[config.mk]
export PLATFORM = sky130hd
export DESIGN_NAME = array_priority_queue_max_core
export DESIGN_NICKNAME = d
export VERILOG_FILES = /design/src/design/apq_pkg.sv /design/src/design/apq_ctrl.sv /design/src/design/apq_datapath.sv /design/src/design/array_priority_queue_max_core.sv
export SDC_FILE = /design/constraint.sdc
export NUM_CORES = 1
export LEC_CHECK = 0
export BUFFER_PORTS_ARGS = -buffer_cell sky130_fd_sc_hd__buf_2
export CORE_MARGIN = 10
export CORE_UTILIZATION = 45
export CTS_CLUSTER_DIAMETER = 120
export DETAILED_ROUTE_END_ITERATION = 10
export PLACE_DENSITY = 0.6
export SYNTH_ARGS = -nofsm -noshare
export SYNTH_HDL_FRONTEND = slang
export SYNTH_SLANG_ARGS = --single-unit
[constraint.sdc]
create_clock -name clk -period 6.1 [get_ports clk]
set_input_delay 0 -clock clk [delete_from_list [all_inputs] [get_ports clk]]
set_output_delay 0 -clock clk [all_outputs]
set_load 0.01 [all_outputs]
[src/design/apq_pkg.sv]
// Shared types and codes for the array max-priority queue.
package apq_pkg;

  // Item operation codes
  localparam logic FUNC_INSERT = 1'b0;
  localparam logic FUNC_REMOVE = 1'b1;

  localparam int DATA_W = 32;

  typedef enum logic [1:0] {
    ST_IDLE,
    ST_SCAN,
    ST_SHIFT,
    ST_FINISH
  } apq_state_t;

  // Controller to datapath
  typedef struct packed {
    logic start;     // item accepted this cycle
    logic scan;      // compare one stored entry against the running maximum
    logic shift;     // move one entry down a place
    logic load_out;  // move the result into the output register
  } apq_cmd_t;

  // Datapath to controller
  typedef struct packed {
    logic remove_go;   // incoming item is a remove on a non-empty queue
    logic scan_last;   // entry under compare is the last stored one
    logic shift_last;  // no entry left to move after this cycle
    logic out_free;    // output register can take a result
  } apq_sts_t;

endpackage

[src/design/apq_ctrl.sv]
// Sequencer for the array max-priority queue: accept, scan, shift, finish.
module apq_ctrl
  import apq_pkg::*;
(
  input  logic     clk,
  input  logic     rst_n,
  input  logic     in_valid,
  output logic     in_stall,
  input  apq_sts_t sts,
  output apq_cmd_t cmd
);

  apq_state_t state_r;
  apq_state_t state_nxt;

  // State register
  always_ff @(posedge clk) begin
    if (!rst_n) begin
      state_r <= ST_IDLE;
    end else begin
      state_r <= state_nxt;
    end
  end

  // Next state
  always_comb begin
    state_nxt = state_r;
    unique case (state_r)
      ST_IDLE: begin
        if (in_valid) begin
          state_nxt = sts.remove_go ? ST_SCAN : ST_FINISH;
        end
      end
      ST_SCAN: begin
        if (sts.scan_last) begin
          state_nxt = ST_SHIFT;
        end
      end
      ST_SHIFT: begin
        if (sts.shift_last) begin
          state_nxt = ST_FINISH;
        end
      end
      ST_FINISH: begin
        if (sts.out_free) begin
          state_nxt = ST_IDLE;
        end
      end
      default: state_nxt = ST_IDLE;
    endcase
  end

  // Commands and input handshake
  always_comb begin
    in_stall     = (state_r != ST_IDLE);
    cmd.start    = (state_r == ST_IDLE) && in_valid;
    cmd.scan     = (state_r == ST_SCAN);
    cmd.shift    = (state_r == ST_SHIFT);
    cmd.load_out = (state_r == ST_FINISH) && sts.out_free;
  end

  // A result is loaded only once per accepted item
  a_load_after_finish: assert property (@(posedge clk) disable iff (!rst_n)
    cmd.load_out |=> (state_r == ST_IDLE))
    else $error("apq_ctrl: load did not return to idle");

  // Scan always hands over to shift, never straight to idle
  a_scan_to_shift: assert property (@(posedge clk) disable iff (!rst_n)
    (state_r == ST_SCAN) |=> (state_r == ST_SCAN || state_r == ST_SHIFT))
    else $error("apq_ctrl: scan left without shifting");

  // Input is taken only when no item is in flight
  a_accept_idle: assert property (@(posedge clk) disable iff (!rst_n)
    cmd.start |=> (state_r != ST_IDLE))
    else $error("apq_ctrl: accepted item did not start work");

endmodule

[src/design/apq_datapath.sv]
// Entry store, running maximum, occupancy and output register of the queue.
module apq_datapath
  import apq_pkg::*;
#(
  parameter int DEPTH = 8,
  localparam int AW   = (DEPTH > 1) ? $clog2(DEPTH) : 1,
  localparam int CntW = $clog2(DEPTH + 1)
) (
  input  logic                     clk,
  input  logic                     rst_n,
  input  apq_cmd_t                 cmd,
  output apq_sts_t                 sts,
  input  logic                     in_func,
  input  logic signed [DATA_W-1:0] in_value,
  input  logic                     out_stall,
  output logic                     out_valid,
  output logic signed [DATA_W-1:0] out_removed_value,
  output logic                     out_removed_valid,
  output logic                     out_rejected,
  output logic [CntW-1:0]          out_occupancy,
  output logic                     out_is_full,
  output logic                     out_is_empty
);

  localparam logic [CntW-1:0] FullCnt = CntW'(DEPTH);
  localparam logic [CntW-1:0] OneCnt  = CntW'(1);

  logic [DATA_W-1:0]        mem [DEPTH];
  logic signed [DATA_W-1:0] rd_data_r;
  logic [AW-1:0]            rd_addr;
  logic                     wr_en;
  logic [AW-1:0]            wr_addr;
  logic [DATA_W-1:0]        wr_data;

  logic [CntW-1:0]          count_r, count_nxt;
  logic [CntW-1:0]          ptr_r, ptr_nxt;
  logic [AW-1:0]            best_idx_r, best_idx_nxt;
  logic signed [DATA_W-1:0] best_r, best_nxt;
  logic                     res_valid_r, res_rej_r;
  logic                     take;

  logic                     out_valid_r;
  logic signed [DATA_W-1:0] out_value_r;
  logic                     out_rm_valid_r, out_rej_r;
  logic [CntW-1:0]          out_occ_r;

  // Status back to the sequencer
  always_comb begin
    sts.remove_go  = (in_func == FUNC_REMOVE) && (count_r != '0);
    sts.scan_last  = (ptr_r == count_r - OneCnt);
    sts.shift_last = (ptr_r >= count_r - OneCnt);
    sts.out_free   = !out_valid_r || !out_stall;
  end

  // Running maximum: first entry always taken, ties keep the lower index
  assign take = (ptr_r == '0) || (rd_data_r > best_r);

  // Scan pointer, maximum and occupancy
  always_comb begin
    ptr_nxt      = ptr_r;
    best_idx_nxt = best_idx_r;
    best_nxt     = best_r;
    count_nxt    = count_r;
    wr_en        = 1'b0;
    wr_addr      = count_r[AW-1:0];
    wr_data      = in_value;
    if (cmd.start) begin
      ptr_nxt = '0;
      if (in_func == FUNC_INSERT && count_r != FullCnt) begin
        wr_en     = 1'b1;
        count_nxt = count_r + OneCnt;
      end
    end else if (cmd.scan) begin
      if (take) begin
        best_idx_nxt = ptr_r[AW-1:0];
        best_nxt     = rd_data_r;
      end
      // after the last compare, continue with the entry behind the maximum
      ptr_nxt = sts.scan_last ? (CntW'(best_idx_nxt) + OneCnt) : (ptr_r + OneCnt);
    end else if (cmd.shift) begin
      wr_en   = (ptr_r < count_r);
      wr_addr = AW'(ptr_r - OneCnt);
      wr_data = rd_data_r;
      ptr_nxt = ptr_r + OneCnt;
      if (sts.shift_last) begin
        count_nxt = count_r - OneCnt;
      end
    end
  end

  assign rd_addr = ptr_nxt[AW-1:0];

  // Entry store: one write and one registered read per cycle
  always_ff @(posedge clk) begin
    if (wr_en) begin
      mem[wr_addr] <= wr_data;
    end
  end

  always_ff @(posedge clk) begin
    rd_data_r <= mem[rd_addr];
  end

  // Control registers
  always_ff @(posedge clk) begin
    if (!rst_n) begin
      count_r     <= '0;
      ptr_r       <= '0;
      res_valid_r <= 1'b0;
      res_rej_r   <= 1'b0;
      out_valid_r <= 1'b0;
    end else begin
      count_r <= count_nxt;
      ptr_r   <= ptr_nxt;
      if (cmd.start) begin
        res_valid_r <= sts.remove_go;
        res_rej_r   <= (in_func == FUNC_REMOVE) ? (count_r == '0) : (count_r == FullCnt);
      end
      // hold while stalled, drop once taken
      if (cmd.load_out) begin
        out_valid_r <= 1'b1;
      end else if (!out_stall) begin
        out_valid_r <= 1'b0;
      end
    end
  end

  // Payload registers
  always_ff @(posedge clk) begin
    best_idx_r <= best_idx_nxt;
    best_r     <= best_nxt;
    if (cmd.load_out) begin
      out_value_r    <= res_valid_r ? best_r : '0;
      out_rm_valid_r <= res_valid_r;
      out_rej_r      <= res_rej_r;
      out_occ_r      <= count_r;
    end
  end

  assign out_valid         = out_valid_r;
  assign out_removed_value = out_value_r;
  assign out_removed_valid = out_rm_valid_r;
  assign out_rejected      = out_rej_r;
  assign out_occupancy     = out_occ_r;
  assign out_is_full       = (out_occ_r == FullCnt);
  assign out_is_empty      = (out_occ_r == '0);

  a_count_bound: assert property (@(posedge clk) disable iff (!rst_n)
    count_r <= FullCnt)
    else $error("apq_datapath: occupancy above depth");

  a_scan_in_range: assert property (@(posedge clk) disable iff (!rst_n)
    cmd.scan |-> (ptr_r < count_r))
    else $error("apq_datapath: scan beyond stored entries");

  a_shift_addr: assert property (@(posedge clk) disable iff (!rst_n)
    (cmd.shift && wr_en) |-> (ptr_r != '0))
    else $error("apq_datapath: shift writes below entry zero");

  a_removed_not_rejected: assert property (@(posedge clk) disable iff (!rst_n)
    (out_valid_r && out_rm_valid_r) |-> !out_rej_r)
    else $error("apq_datapath: result both removed and rejected");

endmodule

[src/design/array_priority_queue_max_core.sv]
// Array max-priority queue: top level joining sequencer and datapath.
//
// Usage: an item on the in_ channel is in_func (0 insert in_value, 1 remove
// the maximum) plus in_value. Each item yields exactly one item on the out_
// channel: the removed value (zero when nothing is removed), removed_valid,
// rejected (insert while full, remove while empty), and occupancy with
// full and empty flags as they stand after the item.
// Work is one item at a time; in_stall is high from acceptance until the
// result has entered the output register.
// An insert or a rejected item goes straight to the finish step. A remove
// scans the stored entries for the maximum, then shifts the entries behind
// it down one place; each step reads one entry per cycle through the single
// read port of the entry store. out_valid is registered: it rises in the
// cycle after the finish step loads the result.
// When out_stall holds a finished result, the next item is still accepted
// and worked on; it waits only to enter the output register.
// Reset (rst_n low, synchronous) empties the queue and drops any pending
// result; stored entries are not cleared.
module array_priority_queue_max_core
  import apq_pkg::*;
#(
  parameter int DEPTH = 8,
  localparam int CntW = $clog2(DEPTH + 1)
) (
  input  logic                     clk,
  input  logic                     rst_n,
  input  logic                     in_valid,
  output logic                     in_stall,
  input  logic                     in_func,
  input  logic signed [DATA_W-1:0] in_value,
  output logic                     out_valid,
  input  logic                     out_stall,
  output logic signed [DATA_W-1:0] out_removed_value,
  output logic                     out_removed_valid,
  output logic                     out_rejected,
  output logic [CntW-1:0]          out_occupancy,
  output logic                     out_is_full,
  output logic                     out_is_empty
);

  apq_cmd_t cmd;
  apq_sts_t sts;

  // Sequencer
  apq_ctrl u_ctrl (
    .clk      (clk),
    .rst_n    (rst_n),
    .in_valid (in_valid),
    .in_stall (in_stall),
    .sts      (sts),
    .cmd      (cmd)
  );

  // Entry store and result path
  apq_datapath #(
    .DEPTH (DEPTH)
  ) u_datapath (
    .clk               (clk),
    .rst_n             (rst_n),
    .cmd               (cmd),
    .sts               (sts),
    .in_func           (in_func),
    .in_value          (in_value),
    .out_stall         (out_stall),
    .out_valid         (out_valid),
    .out_removed_value (out_removed_value),
    .out_removed_valid (out_removed_valid),
    .out_rejected      (out_rejected),
    .out_occupancy     (out_occupancy),
    .out_is_full       (out_is_full),
    .out_is_empty      (out_is_empty)
  );

endmodule

==> results of run 1 <==
-- area by class of cell --
class	count	area share, %
clock buffer	57	6.06
clock inverter	13	1.27
inverter	45	0.909
multi-input combinational	709	25.6
sequential	374	58.0
tap	455	3.06
timing repair buffer	133	5.06
-- registers in the layout, summed over array words and instances (netlist names) --
signal	cells
u_datapath.ptr_r	4
u_datapath.res_valid_r	1
u_datapath.mem	256
u_datapath.out_removed_valid	1
u_datapath.out_removed_value	32
u_datapath.out_rejected	1
u_datapath.out_occupancy	4
u_datapath.count_r	4
u_ctrl.state_r	2
u_datapath.best_idx_r	3
u_datapath.res_rej_r	1
u_datapath.best_r	32
u_datapath.rd_data_r	32
u_datapath.out_valid	1
-- per-stage QoR --
stage	hold WS [ns]	utilization [%]	instance area [um2]	power [mW]
finish	0.164	53.5	18600	10.1
global route	0.193	53.5	18600	10.7
CTS	0.153	53.5	18600	10.2
detailed placement	0.222	48.6	16900	7.63
global placement	0.223	48.6	16900	7.54
floorplan	0.118	-	15900	6.36
-- routing by layer --
layer	vias up	share of wire, %	global-route usage [%]
met2	246	50	29.5
met5	-	0	0
met3	56	4.7	2.50
li1	4724	-	-
met4	0	2.3	5.01
met1	4943	44	21.9
-- critical path, delay by kind of cell, from the launching register on --
| kind | cells | cell delay, ns |
|---|---|---|
| and+or+nand+nor | 5 | 1.49 |
| AOI/OAI and AO/OA | 5 | 1.36 |
| DFF | 1 | 0.35 |
| adders and majority gates | 2 | 0.76 |
| muxes | 2 | 0.57 |
| buffers and inverters | 2 | 0.51 |
-- power by group --
part | total (mW) | internal [mW] | switching (mW)
logic | 3.96 | 1.37 | 2.59
clock network | 2.51 | 1.57 | 0.941
registers | 3.63 | 3.41 | 0.225
-- cell families (layout without fill, tap and decap cells) --
family                     count (synthesis)  in the layout  share of synthesized area [%]
xor gates and xnor gates                   7              7                          0.386
buffers and inverters                    119            248                           3.02
and+or+nand+nor                          386            386                           10.9
AOI/OAI and AO/OA                        200            200                           9.43
DFF                                      374            374                           67.9
adders and majority gates                 50             50                           3.94
muxes                                     66             66                           4.43
-- synthesized netlist by cell type, drive strengths merged, types with 3 or more instances --
cell type / instances
inv: 45
buf: 13
a311oi: 64
nand3: 9
dfxtp: 45
mux2i: 32
ha: 50
a22oi: 64
nor2: 25
nor3: 74
a21o: 8
xnor2: 6
nand2b: 3
a31o: 3
a21oi: 22
nor2b: 4
nand4: 6
or3: 3
clkbuf: 61
o21a: 5
mux2: 34
and2: 38
o21ai: 17
edfxtp: 329
a31oi: 6
nand2: 215
-- worst min path at each step --
stage	startpoint	end	slack, ns	cells past startpoint
after floorplan	rst_n	u_datapath.out_valid	0.12	1
after global placement	rst_n	u_datapath.out_valid	0.22	2
after detailed placement	rst_n	u_datapath.out_valid	0.22	2
after CTS	out_stall	u_ctrl.state_r[0]	0.15	6
after global routing	in_value[0]	u_datapath.mem[6][0]	0.19	3
final	out_stall	u_ctrl.state_r[0]	0.16	6
==> flow_summary.toml, run 1 <==
[synth]
synth_top_area_cell = "edfxtp_1"
syn_area_per_cell_um2 = 13.2
ys_ff_latch = 374
synth_nets = 1289
ys.flop_type = "edfxtp_1"
synth-edff-count = 329
synth.top_cell.area_share_pct = 62.2
yosysWarnings = 0
synth_cell_type_count = 52
synth.top_cells.by_area = "edfxtp_1 62%, dfxtp_1 5.7%, nand2_1 5.1%, ha_1 3.9%, a311oi_1 3.5%"
synth_area_um2 = 15900
synth_cells = 1202
synthArstFlopShare_pct = 0
ys_seq_area_share_pct = 67.9

[critical_path]
critPathCapture = "u_datapath.rd_data_r[21]"
crit_chain = "inv_1 > ha_1 > nand4_1 > nor3_1 > nand3_1 > o31ai_1 > a31oi_1 > or3_1 > mux2_1 > ha_1 > o221a_4 > buf_4 > nand2_1 > a22oi_1 > a311oi_1 > mux2i_1"
cp.arrival_ns = 5.58
path_class = "register to register"
max_stage_delay_ns = 0.59
crit_slowest_cell = "o221a_4"
critPathRequiredTime_ns = 6.55
rr_worst_depth = 16
crit_path_end_kind = "register"
reg2reg_slack_ns = 0.97
r2r_end = "u_datapath.rd_data_r[21]"
cp_max_fo = 42
reg2reg_from = "u_datapath.best_r[31]"
crit_path_start = "u_datapath.best_r[31]"
path_common_cell = "ha_1"
cp-start-kind = "register"

[power]
irDropWorstVdd_mv = 0.410
power.leakage_nw = 7.01
p_per_area_nw_per_um2 = 544

[layout]
seq_area_um2 = 10800
layout_commonest_cell = "edfxtp_1"
antennaDiodeCount = 0
area_growth_pct = 17.0
final_cell_mix = "329 x edfxtp_1, 215 x nand2_1, 78 x buf_2"
finalNonFillerCells = 1786
drive_above_1_share_pct = 16.0
fillCellCount = 2858
multi_input_area_um2 = 4760
final_nets = 1389

[placement]
gp_congestion = 0.761
place_ws_ns = 0.968
io_buffers = 78
hpwl_mm = 21.4
placedCellCount = 1681

[floorplan]
pin_count = 79
core_area_um2 = 34700
start_util_pct = 45.8
dieWidth_um = 208
rows = 68
die_h_um = 208
die-area_um2 = 43200

[cts]
h-tree-depth = 2
path_clk_slew_ns = 0.06
cts.sinks = 374
clk_path_buf_depth = 3
ctsResizeCount = 0
postCtsHoldBufs = 35
cts_buffers = 39
insertion_delay_ns = 0.52
post_cts_buffers = 0
tritoncts = "done"
ctsRootBufferMaster = "clkbuf_16"

[detailed_routing]
drc = 0
detail_route.vias_per_cell = 5.58
firstDrtPassIters = 5
wl_per_cell_um = 21.5
wirelength_mm = 38.3
num_vias = 9969
first_iter_violations = 761
ant_nets = 0

[sta]
max_freq_ghz = 0.195
fin_crit_sh_pct = 84.2
slew_viol_final = 0
worst-slew-pin-transition_ns = 1.09
hold_violations = 0
fin_worst_skew_ns = 0.0164
setup_tns_ns = 0
rsz0062_at_grt = "false"
layout_setup_ws_ns = 0.966
min_period_ns = 5.13
slew_headroom_pct = 27.0
finalSetupViolCount = 0

[global_routing]
overflow = 0
grt_pass1_wl_mm = 59.0
antenna_found_initial = 0
grt_pass1_vias = 10100
grt_max_degree = 99
grt_use_total_pct = 17.1

[run_status]
outcome = "finished, final reports clean"

[job]
cap_viol_max_count = 0

[min_path]
hold_class = "primary input to register"
Note: power is estimated with default switching activity, not from simulation.
==> inputs of run 2 (changes only) <==
==> constraint.sdc (replaced) <==
create_clock -name clk -period 4.8 [get_ports clk]
set_input_delay 0 -clock clk [delete_from_list [all_inputs] [get_ports clk]]
set_output_delay 0 -clock clk [all_outputs]
set_load 0.01 [all_outputs]
==> flow_summary.toml, run 2 (synthesis gave the netlist of run 1 again) <==
[sta]
worst-slew-pin-transition_ns = 0.831
slew_viol_final = 0
finalSetupViolCount = 0
max_freq_ghz = 0.224
slew_headroom_pct = 44.6
fin_crit_sh_pct = 93.0
finalHoldWorstSlack_ns = 0.0393
rsz0062_at_grt = "false"
hold_violations = 0
fin_worst_skew_ns = 0.0235
min_period_ns = 4.46

[global_routing]
antenna_found_initial = 0
grt_max_degree = 70
overflow = 0
grt_use_total_pct = 17.0
grt_pass1_wl_mm = 59.1
grt_pass1_vias = 10000

[critical_path]
crit_chain = "inv_1 > ha_1 > nand4_2 > nor4_2 > buf_4 > nand3_2 > o31ai_1 > a31oi_1 > or3_1 > mux2_1 > ha_1 > o221a_4 > buf_12 > nand2_1 > a22oi_1 > a311oi_1 > mux2i_1"
cp.arrival_ns = 4.85
path_buf_inv = 3
path_common_cell = "ha_1"
path_class = "register to register"
reg2reg_slack_ns = 0.34
crit_path_end_kind = "register"
max_stage_delay_ns = 0.45
cp-start-kind = "register"
cp_top_family = "compound AO/OA/AOI/OAI gates"
crit_slowest_cell = "or3_1"
critPathRequiredTime_ns = 5.19
cp_max_fo = 48

[floorplan]
core_area_um2 = 34700
rows = 68
die_h_um = 208
pin_count = 79
start_util_pct = 45.8
die-area_um2 = 43200
dieWidth_um = 208

[layout]
antennaDiodeCount = 0
finalNonFillerCells = 1803
layout_commonest_cell = "edfxtp_1"
fillCellCount = 2901
area_growth_pct = 16.5
largest_register_ffs = 256
regMostFlops = "u_datapath.mem"
final_cell_mix = "329 x edfxtp_1, 215 x nand2_1, 78 x buf_2"
final_nets = 1407
drive_above_1_share_pct = 16.8

[cts]
h-tree-depth = 2
path_clk_slew_ns = 0.06
cts_buffers = 39
ctsRootBufferMaster = "clkbuf_16"
tritoncts = "done"
cts.sinks = 374
clk_path_buf_depth = 3
insertion_delay_ns = 0.53

[job]
cap_viol_max_count = 0

[detailed_routing]
drc = 0
wl_per_cell_um = 21.0
firstDrtPassIters = 5
num_vias = 10100
first_iter_violations = 848
ant_nets = 0
detail_route.vias_per_cell = 5.58
wirelength_mm = 37.9

[power]
power.leakage_nw = 6.99
irDropWorstVdd_mv = 0.414
p_per_area_nw_per_um2 = 671

[placement]
placedCellCount = 1699
gp_congestion = 0.808
hpwl_mm = 22.1
io_buffers = 78

[run_status]
outcome = "finished, final reports clean"

[min_path]
hold_class = "primary input to register"
run 2: cell types whose count changed in the layout (fill, tap and decap cells not counted), moves of 2 or more:
cell       change
buf_12         +3
buf_4         +16
bufinv_16      -7
clkbuf_1       +4
clkbuf_16      -2
clkbuf_8       -3
clkinv_1       +4
clkinv_2       +2
nand3_2        +2
run 2: power by group:
group	internal, mW	total (mW)	switching, mW	leakage (nW)
combinational	1.86	5.11	3.25	3.08
sequential	4.33	4.62	0.293	3.37
clock	1.52	2.68	1.17	0.542
run 2: path summary, 6_finish.rpt:
check                                      startpoint                 endpoint  cells past startpoint
worst max-delay path            u_datapath.best_r[23]  u_datapath.rd_data_r[6]                     17
worst min-delay path                          in_func     u_datapath.res_rej_r                      4
worst max register to register  u_datapath.best_r[23]  u_datapath.rd_data_r[6]                     17
worst min register to register   u_datapath.res_rej_r  u_datapath.out_rejected                      0
run 2: layout make-up:
class | instances | area [um2] | share of cell area (%)
Tap cell | 455 | 569 | 3.08
Inverter | 45 | 169 | 0.913
Timing Repair Buffer | 151 | 1110 | 6.00
Clock buffer | 56 | 1050 | 5.67
Clock inverter | 13 | 60.1 | 0.324
Sequential cell | 374 | 10800 | 58.2
Multi-Input combinational cell | 709 | 4770 | 25.8
run 2: metrics by stage:
step | setup TNS, ns | instance area (um2) | utilization, % | power [mW] | setup WS [ns]
3_5_place_dp | -4.35 | 17000 | 49.1 | 9.76 | -0.196
2_1_floorplan | 0 | 15900 | - | 8.08 | 0.574
3_3_place_gp | -2.92 | 17000 | 49.1 | 9.67 | -0.177
5_1_grt | 0 | 18500 | 53.3 | 13.2 | 0.0344
4_1_cts | 0 | 18500 | 53.3 | 12.5 | 0.0308
6_report | 0 | 18500 | 53.3 | 12.4 | 0.336
run 2: metal layers:
layer | vias up | GRT usage, % | part of all wire (%)
met5 | - | 0 | 0
met4 | 0 | 4.28 | 1.9
met3 | 48 | 2.95 | 5.7
met2 | 289 | 28.5 | 48
met1 | 4980 | 22.5 | 44
li1 | 4746 | - | -
run 2: tightest hold or removal path, stage by stage:
cell     delay (ns)
buf_2          0.12
a21o_1         0.21
nand3_1        0.10
a21oi_1        0.06
run 2: what timing repair did:
action / 4_1_cts / 5_1_grt
pin swaps: 0 / 1
endpoints found under the setup margin: 31 / 32
setup buffers: 0 / 1
hold buffers: 34 / 0
endpoints found under the hold margin: 260 / 0
gates resized for setup: 1 / 3
==> inputs of run 3 (changes only) <==
--- a/config.mk
+++ b/config.mk
@@ -6,6 +6,7 @@
 export NUM_CORES = 1
 export LEC_CHECK = 0
 export BUFFER_PORTS_ARGS = -buffer_cell sky130_fd_sc_hd__buf_2
+export CORE_ASPECT_RATIO = 0.5
 export CORE_MARGIN = 10
 export CORE_UTILIZATION = 45
 export CTS_CLUSTER_DIAMETER = 120
==> flow_summary.toml, run 3 (synthesis gave the netlist of run 1 again) <==
[power]
p_int_mw = 8.00
totalPowerFinal_mw = 13.2
swShare_pct = 39.3
p_per_area_nw_per_um2 = 701
power.switching_mw = 5.18
clkPwrFrac_pct = 20.7
irDropWorstVdd_mv = 0.428
power.leakage_nw = 7.11
seq_power_share_pct = 35.9
combPwrFrac_pct = 43.4

[placement]
hpwl_mm = 24.3
gp_congestion = 0.829
io_buffers = 78
placedCellCount = 1725

[cts]
ctsRootBufferMaster = "clkbuf_16"
h-tree-depth = 2
tritoncts = "done"
insertion_delay_ns = 0.54
clk_path_buf_depth = 3
cts_buffers = 35
cts.sinks = 374
path_clk_slew_ns = 0.07

[critical_path]
cp-start-kind = "register"
crit_path_end_kind = "register"
cp.arrival_ns = 4.95
path_class = "register to register"
critPathRequiredTime_ns = 5.17
cp_max_fo = 34

[sta]
slew_viol_final = 0
finalHoldWorstSlack_ns = 0.0712
worst-slew-pin-transition_ns = 1.28
finalSetupViolCount = 0
hold_violations = 0
min_period_ns = 4.58
rsz0062_at_grt = "false"
fin_worst_skew_ns = 0.0191
slew_headroom_pct = 13.6
fin_crit_sh_pct = 95.3
setup_tns_ns = 0
max_freq_ghz = 0.219

[floorplan]
die-area_um2 = 43700
dieWidth_um = 286
pin_count = 79
core_area_um2 = 34700
rows = 48
die_h_um = 153
start_util_pct = 45.8

[global_routing]
grt_pass1_vias = 10200
grt_use_total_pct = 18.9
grt_max_degree = 65
antenna_found_initial = 0
overflow = 0
grt_pass1_wl_mm = 63.0

[run_status]
outcome = "finished, final reports clean"

[layout]
area_growth_pct = 18.4
final_nets = 1420
finalNonFillerCells = 1833
largest_register_ffs = 256
final_cell_mix = "329 x edfxtp_1, 215 x nand2_1, 78 x buf_2"
regMostFlops = "u_datapath.mem"
antennaDiodeCount = 0
drive_above_1_share_pct = 18.4
layout_commonest_cell = "edfxtp_1"

[detailed_routing]
drc = 0
firstDrtPassIters = 5
first_iter_violations = 1030
detail_route.vias_per_cell = 5.67
wirelength_mm = 42.4
ant_nets = 0
num_vias = 10400
wl_per_cell_um = 23.2

[min_path]
hold_class = "primary input to register"

[job]
cap_viol_max_count = 0
[run 3: changes by cell type in the layout (fill, tap and decap cells not counted), sizes merged]
cell         previous run  this run
bufbuf                  0         1
bufinv                  0         2
clkinv                 12         9
clkbuf                 56        50
buf                   117       131
o221a                   1         2
dlygate4sd3            34        35
[run 3: repair_timing]
action,CTS,global route
hold buffers,35,0
gates resized for setup,4,10
pin swaps,2,2
gates cloned,2,0
setup buffers,4,5
endpoints found under the setup margin,28,30
endpoints found under the hold margin,260,0
[run 3: cell type report]
cell class                      count  area, um2
Fill cell                        2808      15800
Inverter                           45        169
Timing Repair Buffer              167       1330
Multi-Input combinational cell    710       4820
Tap cell                          475        594
Clock buffer                       50        992
Clock inverter                     12        108
Sequential cell                   374      10800
[run 3: worst max-delay path: stages (launching register included)]
cell and delay (ns):
dfxtp_1 0.41, ha_1 0.37, nand4_2 0.15, nor4_2 0.29, buf_4 0.15, nand3_1 0.09, o31ai_2 0.30, a31oi_1 0.14
or3_4 0.43, mux2_1 0.38, ha_4 0.28, o221ai_4 0.21, buf_12 0.18, buf_12 0.20, nand2_1 0.08, a22oi_1 0.17
a311oi_1 0.09, mux2i_2 0.45
[run 3: worst paths after layout]
kind | from | to | slack [ns] | cells past startpoint
max | u_datapath.rd_data_r[23] | u_datapath.rd_data_r[22] | 0.22 | 17
min | in_value[0] | u_datapath.mem[4][0] | 0.07 | 3
min reg2reg | u_datapath.rd_data_r[0] | u_datapath.best_r[0] | 0.45 | 0
max reg2reg | u_datapath.rd_data_r[23] | u_datapath.rd_data_r[22] | 0.22 | 17
[run 3: power groups by stage]
stage / combinational, mW / clock (mW) / sequential [mW]
after detailed placement: 5.30 / 0 / 4.78
after global placement: 5.15 / 0 / 4.76
after global routing: 6.25 / 2.91 / 4.78
after CTS: 5.56 / 2.76 / 4.71
after floorplan: 3.49 / 0 / 4.60
final: 5.72 / 2.73 / 4.73
[run 3: stage by stage]
step	util (%)	instance area (um2)	worst slack, ns
3_3_place_gp	49.6	17200	-0.462
4_1_cts	54.0	18700	0.0116
6_report	54.3	18800	0.224
5_1_grt	54.3	18800	0.0594
3_5_place_dp	49.6	17200	-0.468
2_1_floorplan	-	15900	0.574
[run 3: layer usage]
metal	track usage, %	part of all wire [%]
met5	0	0
met4	4.94	1.5
met3	6.90	12
met2	27.6	43
met1	26.1	44
